--- config.mk ---
export PLATFORM = sky130hd
export DESIGN_NAME = crc_checked_frame_receiver_core_flat
export DESIGN_NICKNAME = d
export VERILOG_FILES = /design/src/rtl/core/ccfr_pkg.sv /design/src/rtl/core/ccfr_req_if.sv /design/src/rtl/core/ccfr_rsp_if.sv /design/src/rtl/core/ccfr_csr_if.sv /design/src/rtl/core/crc_checked_frame_receiver_core.sv /design/src/flat_wrapper.sv
export VERILOG_INCLUDE_DIRS = /design/src /design/src/rtl/core
export SDC_FILE = /design/constraint.sdc
export NUM_CORES = 1
export LEC_CHECK = 0
export BUFFER_PORTS_ARGS = -buffer_cell sky130_fd_sc_hd__buf_2
export CAP_MARGIN = 20
export CORE_UTILIZATION = 28
export CTS_BUF_LIST = sky130_fd_sc_hd__clkbuf_2 sky130_fd_sc_hd__clkbuf_4 sky130_fd_sc_hd__clkbuf_8
export DETAILED_ROUTE_END_ITERATION = 8
export HOLD_SLACK_MARGIN = 0.05
export PLACE_DENSITY = 0.49
export SLEW_MARGIN = 0
export SYNTH_ARGS = -nofsm -noshare
export SYNTH_HDL_FRONTEND = slang
export SYNTH_SLANG_ARGS = --single-unit
--- constraint.sdc ---
create_clock -name clock -period 4.6 [get_ports clock]
set_clock_uncertainty 0.05 [all_clocks]
set_input_delay 0.69 -clock clock [delete_from_list [all_inputs] [get_ports clock]]
set_output_delay 0.69 -clock clock [all_outputs]
set_load 0.01 [all_outputs]
--- src/rtl/core/crc_checked_frame_receiver_core_macros.svh ---
// Assertion macros shared by the frame receiver RTL.
`ifndef CRC_CHECKED_FRAME_RECEIVER_CORE_MACROS_SVH
`define CRC_CHECKED_FRAME_RECEIVER_CORE_MACROS_SVH

`ifndef SYNTHESIS
`define CCFR_ASSERT_IMPL(name, ante, cons) \
   name: assert property (@(posedge clock) disable iff (reset) (ante) |-> (cons)) \
      else $error("frame receiver check failed");
`define CCFR_ASSERT_NEXT(name, ante, cons) \
   name: assert property (@(posedge clock) disable iff (reset) (ante) |=> (cons)) \
      else $error("frame receiver check failed");
`else
`define CCFR_ASSERT_IMPL(name, ante, cons)
`define CCFR_ASSERT_NEXT(name, ante, cons)
`endif

`endif

--- src/rtl/core/ccfr_pkg.sv ---
// Types and constants of the CRC-checked frame receiver.
package ccfr_pkg;

   localparam int BYTE_W  = 8;
   localparam int INDEX_W = 5;
   localparam int ALEN_W  = 6;
   localparam int CSR_W   = 2;

   // At most this many payload bytes are forwarded per frame.
   localparam logic [5:0] MAX_RESULTS = 6'd32;

   localparam logic [15:0] CRC_POLY = 16'h1021;

   localparam logic [7:0] SYNC_FIRST_RST    = 8'hBC;
   localparam logic [7:0] SYNC_SECOND_RST   = 8'h35;
   localparam logic [7:0] ACCEPT_ID_RST     = 8'h01;
   localparam logic [5:0] ACCEPT_LENGTH_RST = 6'd6;

   localparam logic [CSR_W-1:0] CSR_SYNC_FIRST    = 2'd0;
   localparam logic [CSR_W-1:0] CSR_SYNC_SECOND   = 2'd1;
   localparam logic [CSR_W-1:0] CSR_ACCEPT_ID     = 2'd2;
   localparam logic [CSR_W-1:0] CSR_ACCEPT_LENGTH = 2'd3;

   typedef enum logic [6:0] {
      PH_SYNC1   = 7'b0000001,
      PH_SYNC2   = 7'b0000010,
      PH_LEN     = 7'b0000100,
      PH_ID      = 7'b0001000,
      PH_PAYLOAD = 7'b0010000,
      PH_CRC_LO  = 7'b0100000,
      PH_CRC_HI  = 7'b1000000
   } phase_type;

   typedef enum logic [3:0] {
      CT_IDLE = 4'b0001,
      CT_CRC  = 4'b0010,
      CT_RD   = 4'b0100,
      CT_OUT  = 4'b1000
   } ctrl_type;

endpackage

--- src/rtl/core/ccfr_req_if.sv ---
// Received byte channel.
interface ccfr_req_if;
   logic                         valid;
   logic                         ready;
   logic [ccfr_pkg::BYTE_W-1:0]  rx_byte;

   modport source (output valid, output rx_byte, input ready);
   modport sink (input valid, input rx_byte, output ready);
endinterface

--- src/rtl/core/ccfr_rsp_if.sv ---
// Payload byte result channel.
interface ccfr_rsp_if;
   logic                         valid;
   logic                         ready;
   logic [ccfr_pkg::BYTE_W-1:0]  data_byte;
   logic [ccfr_pkg::INDEX_W-1:0] byte_index;
   logic                         last;

   modport source (output valid, output data_byte, output byte_index, output last,
                   input ready);
   modport sink (input valid, input data_byte, input byte_index, input last,
                 output ready);
endinterface

--- src/rtl/core/ccfr_csr_if.sv ---
// Configuration register write channel.
interface ccfr_csr_if;
   logic                         valid;
   logic                         ready;
   logic [ccfr_pkg::CSR_W-1:0]   index;
   logic [ccfr_pkg::BYTE_W-1:0]  wdata;

   modport source (output valid, output index, output wdata, input ready);
   modport sink (input valid, input index, input wdata, output ready);
endinterface

--- src/rtl/core/crc_checked_frame_receiver_core.sv ---
// Sync-header frame parser with bit-serial CRC-16/XMODEM check and payload replay.
// Sync, CRC and rejected bytes are taken straight from idle; length, id and payload bytes then
// block input while the CRC register advances one bit per cycle through 8 shift steps.
// An accepted frame of N payload bytes is replayed as min(N, 32) transfers, each a payload
// memory read followed by an output state held until taken, with no input meanwhile.
// Synchronous active-high reset loads the register defaults and waits for the first sync.
`include "crc_checked_frame_receiver_core_macros.svh"

module crc_checked_frame_receiver_core #(
   parameter int MAX_PAYLOAD = 32
) (
   input  logic       clock,
   input  logic       reset,
   ccfr_req_if.sink   req_chan,
   ccfr_rsp_if.source rsp_chan,
   ccfr_csr_if.sink   csr_chan
);

   localparam int LW = $clog2(MAX_PAYLOAD + 1);
   localparam int AW = (MAX_PAYLOAD > 1) ? $clog2(MAX_PAYLOAD) : 1;

   logic [7:0]             sync_first_ff;
   logic [7:0]             sync_second_ff;
   logic [7:0]             accept_id_ff;
   logic [5:0]             accept_length_ff;

   ccfr_pkg::phase_type    phase_ff, phase_in;
   ccfr_pkg::ctrl_type     ctrl_ff, ctrl_in;
   logic [LW-1:0]          frame_len_ff, frame_len_in;
   logic [7:0]             frame_id_ff, frame_id_in;
   logic [LW-1:0]          fill_ff, fill_in;
   logic [LW-1:0]          fill_next;
   logic [7:0]             crc_low_ff, crc_low_in;
   logic [15:0]            crc_ff, crc_in;
   logic [15:0]            crc_shift;
   logic [2:0]             bit_cnt_ff, bit_cnt_in;
   logic [4:0]             idx_ff, idx_in;
   logic [5:0]             emit_cnt;
   logic                   frame_ok;
   logic                   req_xfer;
   logic                   rsp_xfer;
   logic                   mem_we;
   logic [7:0]             rd_data_ff;
   logic [7:0]             payload_mem [MAX_PAYLOAD];
   logic [7:0]             rx;

   assign rx       = req_chan.rx_byte;
   assign req_xfer = req_chan.valid && req_chan.ready;
   assign rsp_xfer = rsp_chan.valid && rsp_chan.ready;

   assign req_chan.ready = (ctrl_ff == ccfr_pkg::CT_IDLE);
   assign csr_chan.ready = 1'b1;

   assign rsp_chan.valid      = (ctrl_ff == ccfr_pkg::CT_OUT);
   assign rsp_chan.data_byte  = rd_data_ff;
   assign rsp_chan.byte_index = idx_ff;
   assign rsp_chan.last       = ((8'(idx_ff) + 8'd1) == 8'(frame_len_ff));

   // Frames longer than the result limit forward only their first bytes.
   assign emit_cnt = (8'(frame_len_ff) > 8'(ccfr_pkg::MAX_RESULTS)) ?
                     ccfr_pkg::MAX_RESULTS : 6'(frame_len_ff);

   assign frame_ok = ({rx, crc_low_ff} == crc_ff) && (frame_id_ff == accept_id_ff) &&
                     (8'(frame_len_ff) == 8'(accept_length_ff));

   assign fill_next = (9'(fill_ff) < 9'(MAX_PAYLOAD)) ? (fill_ff + LW'(1)) : fill_ff;

   assign crc_shift = crc_ff[15] ? ({crc_ff[14:0], 1'b0} ^ ccfr_pkg::CRC_POLY) :
                                   {crc_ff[14:0], 1'b0};

   always_comb begin
      phase_in     = phase_ff;
      ctrl_in      = ctrl_ff;
      frame_len_in = frame_len_ff;
      frame_id_in  = frame_id_ff;
      fill_in      = fill_ff;
      crc_low_in   = crc_low_ff;
      crc_in       = crc_ff;
      bit_cnt_in   = bit_cnt_ff;
      idx_in       = idx_ff;
      mem_we       = 1'b0;
      unique case (ctrl_ff)
         ccfr_pkg::CT_IDLE: begin
            if (req_xfer) begin
               unique case (phase_ff)
                  ccfr_pkg::PH_SYNC2: begin
                     phase_in = (rx == sync_second_ff) ? ccfr_pkg::PH_LEN :
                                                         ccfr_pkg::PH_SYNC1;
                  end
                  ccfr_pkg::PH_LEN: begin
                     if ({1'b0, rx} > 9'(MAX_PAYLOAD)) begin
                        phase_in = ccfr_pkg::PH_SYNC1;
                     end else begin
                        frame_len_in = LW'(rx);
                        crc_in       = {rx, 8'h00};
                        bit_cnt_in   = 3'd0;
                        ctrl_in      = ccfr_pkg::CT_CRC;
                        phase_in     = ccfr_pkg::PH_ID;
                     end
                  end
                  ccfr_pkg::PH_ID: begin
                     frame_id_in = rx;
                     fill_in     = '0;
                     crc_in      = crc_ff ^ {rx, 8'h00};
                     bit_cnt_in  = 3'd0;
                     ctrl_in     = ccfr_pkg::CT_CRC;
                     phase_in    = (frame_len_ff == '0) ? ccfr_pkg::PH_CRC_LO :
                                                          ccfr_pkg::PH_PAYLOAD;
                  end
                  ccfr_pkg::PH_PAYLOAD: begin
                     mem_we     = (9'(fill_ff) < 9'(MAX_PAYLOAD));
                     fill_in    = fill_next;
                     crc_in     = crc_ff ^ {rx, 8'h00};
                     bit_cnt_in = 3'd0;
                     ctrl_in    = ccfr_pkg::CT_CRC;
                     if (fill_next >= frame_len_ff) begin
                        phase_in = ccfr_pkg::PH_CRC_LO;
                     end
                  end
                  ccfr_pkg::PH_CRC_LO: begin
                     crc_low_in = rx;
                     phase_in   = ccfr_pkg::PH_CRC_HI;
                  end
                  ccfr_pkg::PH_CRC_HI: begin
                     if (frame_ok && (frame_len_ff != '0)) begin
                        idx_in  = '0;
                        ctrl_in = ccfr_pkg::CT_RD;
                     end
                     phase_in = ccfr_pkg::PH_SYNC1;
                  end
                  default: begin
                     phase_in = (rx == sync_first_ff) ? ccfr_pkg::PH_SYNC2 :
                                                        ccfr_pkg::PH_SYNC1;
                  end
               endcase
            end
         end
         ccfr_pkg::CT_CRC: begin
            crc_in     = crc_shift;
            bit_cnt_in = bit_cnt_ff + 3'd1;
            if (bit_cnt_ff == 3'd7) begin
               ctrl_in = ccfr_pkg::CT_IDLE;
            end
         end
         ccfr_pkg::CT_RD: begin
            ctrl_in = ccfr_pkg::CT_OUT;
         end
         ccfr_pkg::CT_OUT: begin
            if (rsp_xfer) begin
               if ((6'(idx_ff) + 6'd1) == emit_cnt) begin
                  ctrl_in = ccfr_pkg::CT_IDLE;
               end else begin
                  idx_in  = idx_ff + 5'd1;
                  ctrl_in = ccfr_pkg::CT_RD;
               end
            end
         end
         default: begin
            ctrl_in = ccfr_pkg::CT_IDLE;
         end
      endcase
   end

   always_ff @(posedge clock) begin
      if (reset) begin
         phase_ff         <= ccfr_pkg::PH_SYNC1;
         ctrl_ff          <= ccfr_pkg::CT_IDLE;
         sync_first_ff    <= ccfr_pkg::SYNC_FIRST_RST;
         sync_second_ff   <= ccfr_pkg::SYNC_SECOND_RST;
         accept_id_ff     <= ccfr_pkg::ACCEPT_ID_RST;
         accept_length_ff <= ccfr_pkg::ACCEPT_LENGTH_RST;
      end else begin
         phase_ff <= phase_in;
         ctrl_ff  <= ctrl_in;
         if (csr_chan.valid && csr_chan.ready) begin
            unique case (csr_chan.index)
               ccfr_pkg::CSR_SYNC_FIRST:    sync_first_ff    <= csr_chan.wdata;
               ccfr_pkg::CSR_SYNC_SECOND:   sync_second_ff   <= csr_chan.wdata;
               ccfr_pkg::CSR_ACCEPT_ID:     accept_id_ff     <= csr_chan.wdata;
               ccfr_pkg::CSR_ACCEPT_LENGTH: accept_length_ff <= csr_chan.wdata[5:0];
               default: ;
            endcase
         end
      end
   end

   always_ff @(posedge clock) begin
      frame_len_ff <= frame_len_in;
      frame_id_ff  <= frame_id_in;
      fill_ff      <= fill_in;
      crc_low_ff   <= crc_low_in;
      crc_ff       <= crc_in;
      bit_cnt_ff   <= bit_cnt_in;
      idx_ff       <= idx_in;
   end

   // Payload store: one write port from the parser, one registered read port for replay.
   always_ff @(posedge clock) begin
      if (mem_we) begin
         payload_mem[AW'(fill_ff)] <= rx;
      end
      if (ctrl_ff == ccfr_pkg::CT_RD) begin
         rd_data_ff <= payload_mem[AW'(idx_ff)];
      end
   end

   `CCFR_ASSERT_IMPL(crc_busy_in_frame, ctrl_ff == ccfr_pkg::CT_CRC, phase_ff == ccfr_pkg::PH_ID || phase_ff == ccfr_pkg::PH_PAYLOAD || phase_ff == ccfr_pkg::PH_CRC_LO)
   `CCFR_ASSERT_IMPL(fill_below_length, phase_ff == ccfr_pkg::PH_PAYLOAD, fill_ff < frame_len_ff)
   `CCFR_ASSERT_NEXT(last_ends_replay, rsp_xfer && rsp_chan.last, ctrl_ff == ccfr_pkg::CT_IDLE)
   `CCFR_ASSERT_NEXT(index_steps, rsp_xfer && (ctrl_in == ccfr_pkg::CT_RD), idx_ff == $past(idx_ff) + 5'd1)

endmodule

--- src/flat_wrapper.sv ---
// flat-port wrapper written by rule: the top's interface ports become plain ports
module crc_checked_frame_receiver_core_flat 
#(
   parameter int MAX_PAYLOAD = 32
)
  (clock, reset, req_chan_valid, req_chan_rx_byte, req_chan_ready, rsp_chan_valid, rsp_chan_data_byte, rsp_chan_byte_index, rsp_chan_last, rsp_chan_ready, csr_chan_valid, csr_chan_index, csr_chan_wdata, csr_chan_ready);
  ccfr_req_if req_chan_i ();
  ccfr_rsp_if rsp_chan_i ();
  ccfr_csr_if csr_chan_i ();
  input  logic clock;
  input  logic reset;
  input wire logic [$bits(req_chan_i.valid)-1:0] req_chan_valid;
  input wire logic [$bits(req_chan_i.rx_byte)-1:0] req_chan_rx_byte;
  output wire logic [$bits(req_chan_i.ready)-1:0] req_chan_ready;
  output wire logic [$bits(rsp_chan_i.valid)-1:0] rsp_chan_valid;
  output wire logic [$bits(rsp_chan_i.data_byte)-1:0] rsp_chan_data_byte;
  output wire logic [$bits(rsp_chan_i.byte_index)-1:0] rsp_chan_byte_index;
  output wire logic [$bits(rsp_chan_i.last)-1:0] rsp_chan_last;
  input wire logic [$bits(rsp_chan_i.ready)-1:0] rsp_chan_ready;
  input wire logic [$bits(csr_chan_i.valid)-1:0] csr_chan_valid;
  input wire logic [$bits(csr_chan_i.index)-1:0] csr_chan_index;
  input wire logic [$bits(csr_chan_i.wdata)-1:0] csr_chan_wdata;
  output wire logic [$bits(csr_chan_i.ready)-1:0] csr_chan_ready;
  assign req_chan_i.valid = req_chan_valid;
  assign req_chan_i.rx_byte = req_chan_rx_byte;
  assign req_chan_ready = req_chan_i.ready;
  assign rsp_chan_valid = rsp_chan_i.valid;
  assign rsp_chan_data_byte = rsp_chan_i.data_byte;
  assign rsp_chan_byte_index = rsp_chan_i.byte_index;
  assign rsp_chan_last = rsp_chan_i.last;
  assign rsp_chan_i.ready = rsp_chan_ready;
  assign csr_chan_i.valid = csr_chan_valid;
  assign csr_chan_i.index = csr_chan_index;
  assign csr_chan_i.wdata = csr_chan_wdata;
  assign csr_chan_ready = csr_chan_i.ready;
  crc_checked_frame_receiver_core #(.MAX_PAYLOAD(MAX_PAYLOAD)) u_core (.clock(clock), .reset(reset), .req_chan(req_chan_i), .rsp_chan(rsp_chan_i), .csr_chan(csr_chan_i));
endmodule
==> metrics.log <==
[metrics] clock tree from TritonCTS: built
[metrics] Worst slew margin: between 30% and 40%
[metrics] largest stage delay on the critical path: approximately 0.4 ns
[metrics] fraction of synthesized cell area taken by the top area cell type: 62.9%
[metrics] crit start category: register
[metrics] Power Density: between 300 and 400 nW/um2
[metrics] die area: roughly 55,000 um2
[metrics] layout-stage area growth over the synthesis result: 14.0%
[metrics] clock period minus final worst setup slack: between 3 and 4 ns
[metrics] kind of cell adding the most delay to the critical path: simple AND/OR/NAND/NOR gates
[metrics] total via count after detailed routing: approximately 8,200
[metrics] class of the tightest hold or removal check: in2reg
[metrics] post-synthesis instance total: just over 900
[metrics] most frequent standard cell in the layout excluding fill and tap cells: sky130_fd_sc_hd__edfxtp_1
[metrics] type of the setup path with the least slack: reg2out
[metrics] CP bufs+invs: 2
[metrics] routed wire length: 38.1 mm
[metrics] number of distinct library cells after synthesis: between 50 and 60
[metrics] VDD IR-drop max: 168 uV
[metrics] hold-fix buffer count after cts: 0
[metrics] total iterations of the first detailed-routing run: 7
[metrics] Crit path arrival time: between 2 and 3 ns
[metrics] Setup TNS Final: 0 ns
[metrics] leading post-synthesis cells by cell area: sky130_fd_sc_hd__edfxtp_1 (63%), sky130_fd_sc_hd__mux4_2 (12%), sky130_fd_sc_hd__dfxtp_1 (5.4%)
[metrics] Final Wtd Congestion: 0.806
[metrics] crit path capture type: output port
[metrics] Initial Utilization: 28.5%
[metrics] post-synth top area cell: sky130_fd_sc_hd__edfxtp_1
[metrics] main combinational cell family by area after synthesis: multiplexers
[metrics] antenna viol nets, final: 0
[metrics] number of enable-type register cells in the synthesized netlist: 316
[metrics] first-pass GRT wire length: 56.6 mm
[metrics] yosys synthesis warning count: 0
[metrics] actual slew at the worst max-slew pin: 0.948 ns
[metrics] average routed wire per standard cell: roughly 22 um
[metrics] worst path required time: approximately 3.9 ns
[metrics] combined global-route utilization of all metal layers: approximately 14%
[metrics] most used cells in the layout excluding fill and tap cells: sky130_fd_sc_hd__edfxtp_1 (316), sky130_fd_sc_hd__mux4_2 (80), sky130_fd_sc_hd__nor2_1 (78), sky130_fd_sc_hd__clkbuf_8 (59), sky130_fd_sc_hd__nand2_1 (52)
[metrics] Avg Inst Size Synth: between 15 and 20 um2
[metrics] synthesized-area fraction occupied by xor and xnor cells: under 10%
[metrics] Max Freq: between 200 and 300 MHz
[metrics] violated checks: design-rule violations
[metrics] pin count of the biggest net entering global routing: 68
[metrics] maximum count of clock buffers along a single path: 3
[metrics] io pins: 40
[metrics] share of flip-flops with an asynchronous set or reset: 0%
[metrics] CP max-delay cell: sky130_fd_sc_hd__or3_1
[metrics] number of design-rule violations left by the first detailed-router iteration: between 700 and 800
[metrics] number of buffers inserted by port buffering: 38
[metrics] CTS-repair resized insts: 0
[metrics] routed wire length on met3: around 2.5 mm
[metrics] antenna violations before repair: 0
[metrics] Final Slew Violations: 0
[metrics] result of the run: finished with violations
[metrics] number of max-cap violations: 0
[metrics] Chip Width: about 230 um
[metrics] number of global-route vias before repair: ~8,300
[metrics] most instantiated flip-flop cell in the synthesis netlist: sky130_fd_sc_hd__edfxtp_1
[metrics] wire length the detailed router placed on met1: between 15 and 20 mm
[metrics] Clk Latency, worst-skew pair: 0.60 ns
[metrics] leakage component of the power: between 5 and 6 nW
[metrics] post-synthesis mux area share: between 10 and 15%
[metrics] Synth Register Bits: ~360
[metrics] Simple-Gate Fraction of Synth Area: 7.82%
[metrics] critical path peak fanout: 24
[metrics] final global-route overflow total: 0
[metrics] post-synthesis compound-gate area fraction: ~3.3%
[metrics] post-CTS setup-driven buffer insertion count: 0
[metrics] PnR Total Power: ~6.3 mW
[metrics] Clock Sink Count: approximately 360
[metrics] share of cells above drive strength 1: a little under a quarter
[metrics] setup repair after global routing missed its margin: false
[metrics] net count of the mapped netlist: roughly 950
[metrics] detailed-routed wire length on met2: ~18 mm
[metrics] row count: 84
[metrics] cell seen most often among critical-path stages: sky130_fd_sc_hd__nand3_1
[metrics] DRC: 4
[metrics] number of buffers created by CTS: 58
[metrics] Final period util: about three quarters
[metrics] H-tree level count: 2
[metrics] CTS clk-pin slew, worst paths: roughly 0.060 ns
[metrics] cell at the root of the clock tree: sky130_fd_sc_hd__clkbuf_8
[metrics] die height: ~230 um
[metrics] fraction of the yosys area taken by sequential cells: roughly two thirds
[metrics] number of hold violations in the final report: 0
[metrics] vias per inst: 4.78
[metrics] Highest Signal Layer: met4
[metrics] NumNets Final: approximately 1,000
[metrics] number of endpoints failing setup at the final stage: 0
[metrics] Post-DP HPWL: 24.9 mm
[metrics] core area: about 53,000 um2
[metrics] Post-Synth Adder-Cell Area: between 1 and 1.5%
[metrics] worst-path cell chain: buf_4, nand3_1, or3_1, nand3_1, o21ai_0, o22ai_1, and3_1, buf_2
[metrics] Post-Syn Area: around 15,000 um2
power breakdown:
| part | switching [mW] | leakage (nW) | internal [mW] |
|---|---|---|---|
| Sequential | 0.00826 | 3.17 | 3.53 |
| Clock | 1.24 | 0.575 | 1.39 |
| Combinational | 0.111 | 1.90 | 0.0420 |
routing by layer:
layer  GRT usage [%]  vias up
met5               0        -
met2            22.0      302
met3            3.20       66
met4            6.05        0
met1            19.3     4165
li1                -     3680
worst register-to-register path, cell delays in order (launching register included):
cell	delay, ns
sky130_fd_sc_hd__dfxtp_1	0.44
sky130_fd_sc_hd__nor4b_4	0.45
sky130_fd_sc_hd__and2_1	0.19
sky130_fd_sc_hd__buf_4	0.17
sky130_fd_sc_hd__nor3b_1	0.44
sky130_fd_sc_hd__nand2_1	0.55
sky130_fd_sc_hd__nor2_1	0.75
state kept, by name, indices dropped and copies added, names as in the netlist, 7 cells and up:
register and count:
u_core.sync_first_ff 8, u_core.phase_ff 7, u_core.sync_second_ff 8, u_core.crc_low_ff 8
u_core.payload_mem 256, u_core.rsp_chan.data_byte 8, u_core.frame_id_ff 8, u_core.crc_ff 16
u_core.accept_id_ff 8
cell families after synthesis:
kind of cell | count (synthesis)
compound gates | 75
xor+xnor | 69
fa+ha+maj | 13
buf+inv | 67
flops | 357
mux | 102
other cells | 1
simple gates | 233
Yosys cell counts (all sizes together), types with 3 or more instances:
master and instances:
ha 13, buf 18, a211o 12, o22ai 3, nor2b 14, o21ai 17
nor3 8, clkbuf 33, a21oi 23, nor4b 4, mux2 10, and2 16
inv 16, and3 4, xnor2 27, dfxtp 41, nor2 78, mux4 80
nand2b 4, nor4 11, xor2 42, edfxtp 316, nand4b 3, o211ai 5
mux2i 12, or3 6, nand2 52, nand3b 6, nand3 8, nand4 7
a31oi 4
final cells by class:
| type | count | area, um2 |
|---|---|---|
| well taps | 688 | 861 |
| inverters | 16 | 60.1 |
| fillers | 5115 | 35700 |
| clock inverters | 29 | 145 |
| repair buffers | 57 | 365 |
| diodes | 1 | 2.50 |
| multi-input cells | 493 | 4500 |
| clock buffers | 77 | 947 |
| flip-flops and latches | 357 | 10300 |
stage by stage:
step	instances	instance area (um2)	utilization [%]	hold slack [ns]	setup slack, ns
final	1718	17200	32.5	0.301	1.10
after global routing	1717	17200	32.5	0.259	0.854
after CTS	1716	17200	32.5	0.240	0.921
after detailed placement	1610	16100	30.4	0.412	1.17
after global placement	1610	16100	30.4	0.410	1.24
after floorplan	917	15100	-	0.398	1.99
worst paths after layout:
check / cells after the start / slack (ns) / to / from
min: 2 / 0.30 / u_core.sync_first_ff[7] / csr_chan_wdata[7]
max: 8 / 1.10 / rsp_chan_last / u_core.rsp_chan.byte_index[2]
min reg2reg: 2 / 0.42 / u_core.accept_id_ff[4] / u_core.accept_id_ff[4]
max reg2reg: 6 / 1.21 / u_core.payload_mem[5][5] / u_core.ctrl_ff[0]
(Power assumes the default switching activity.)
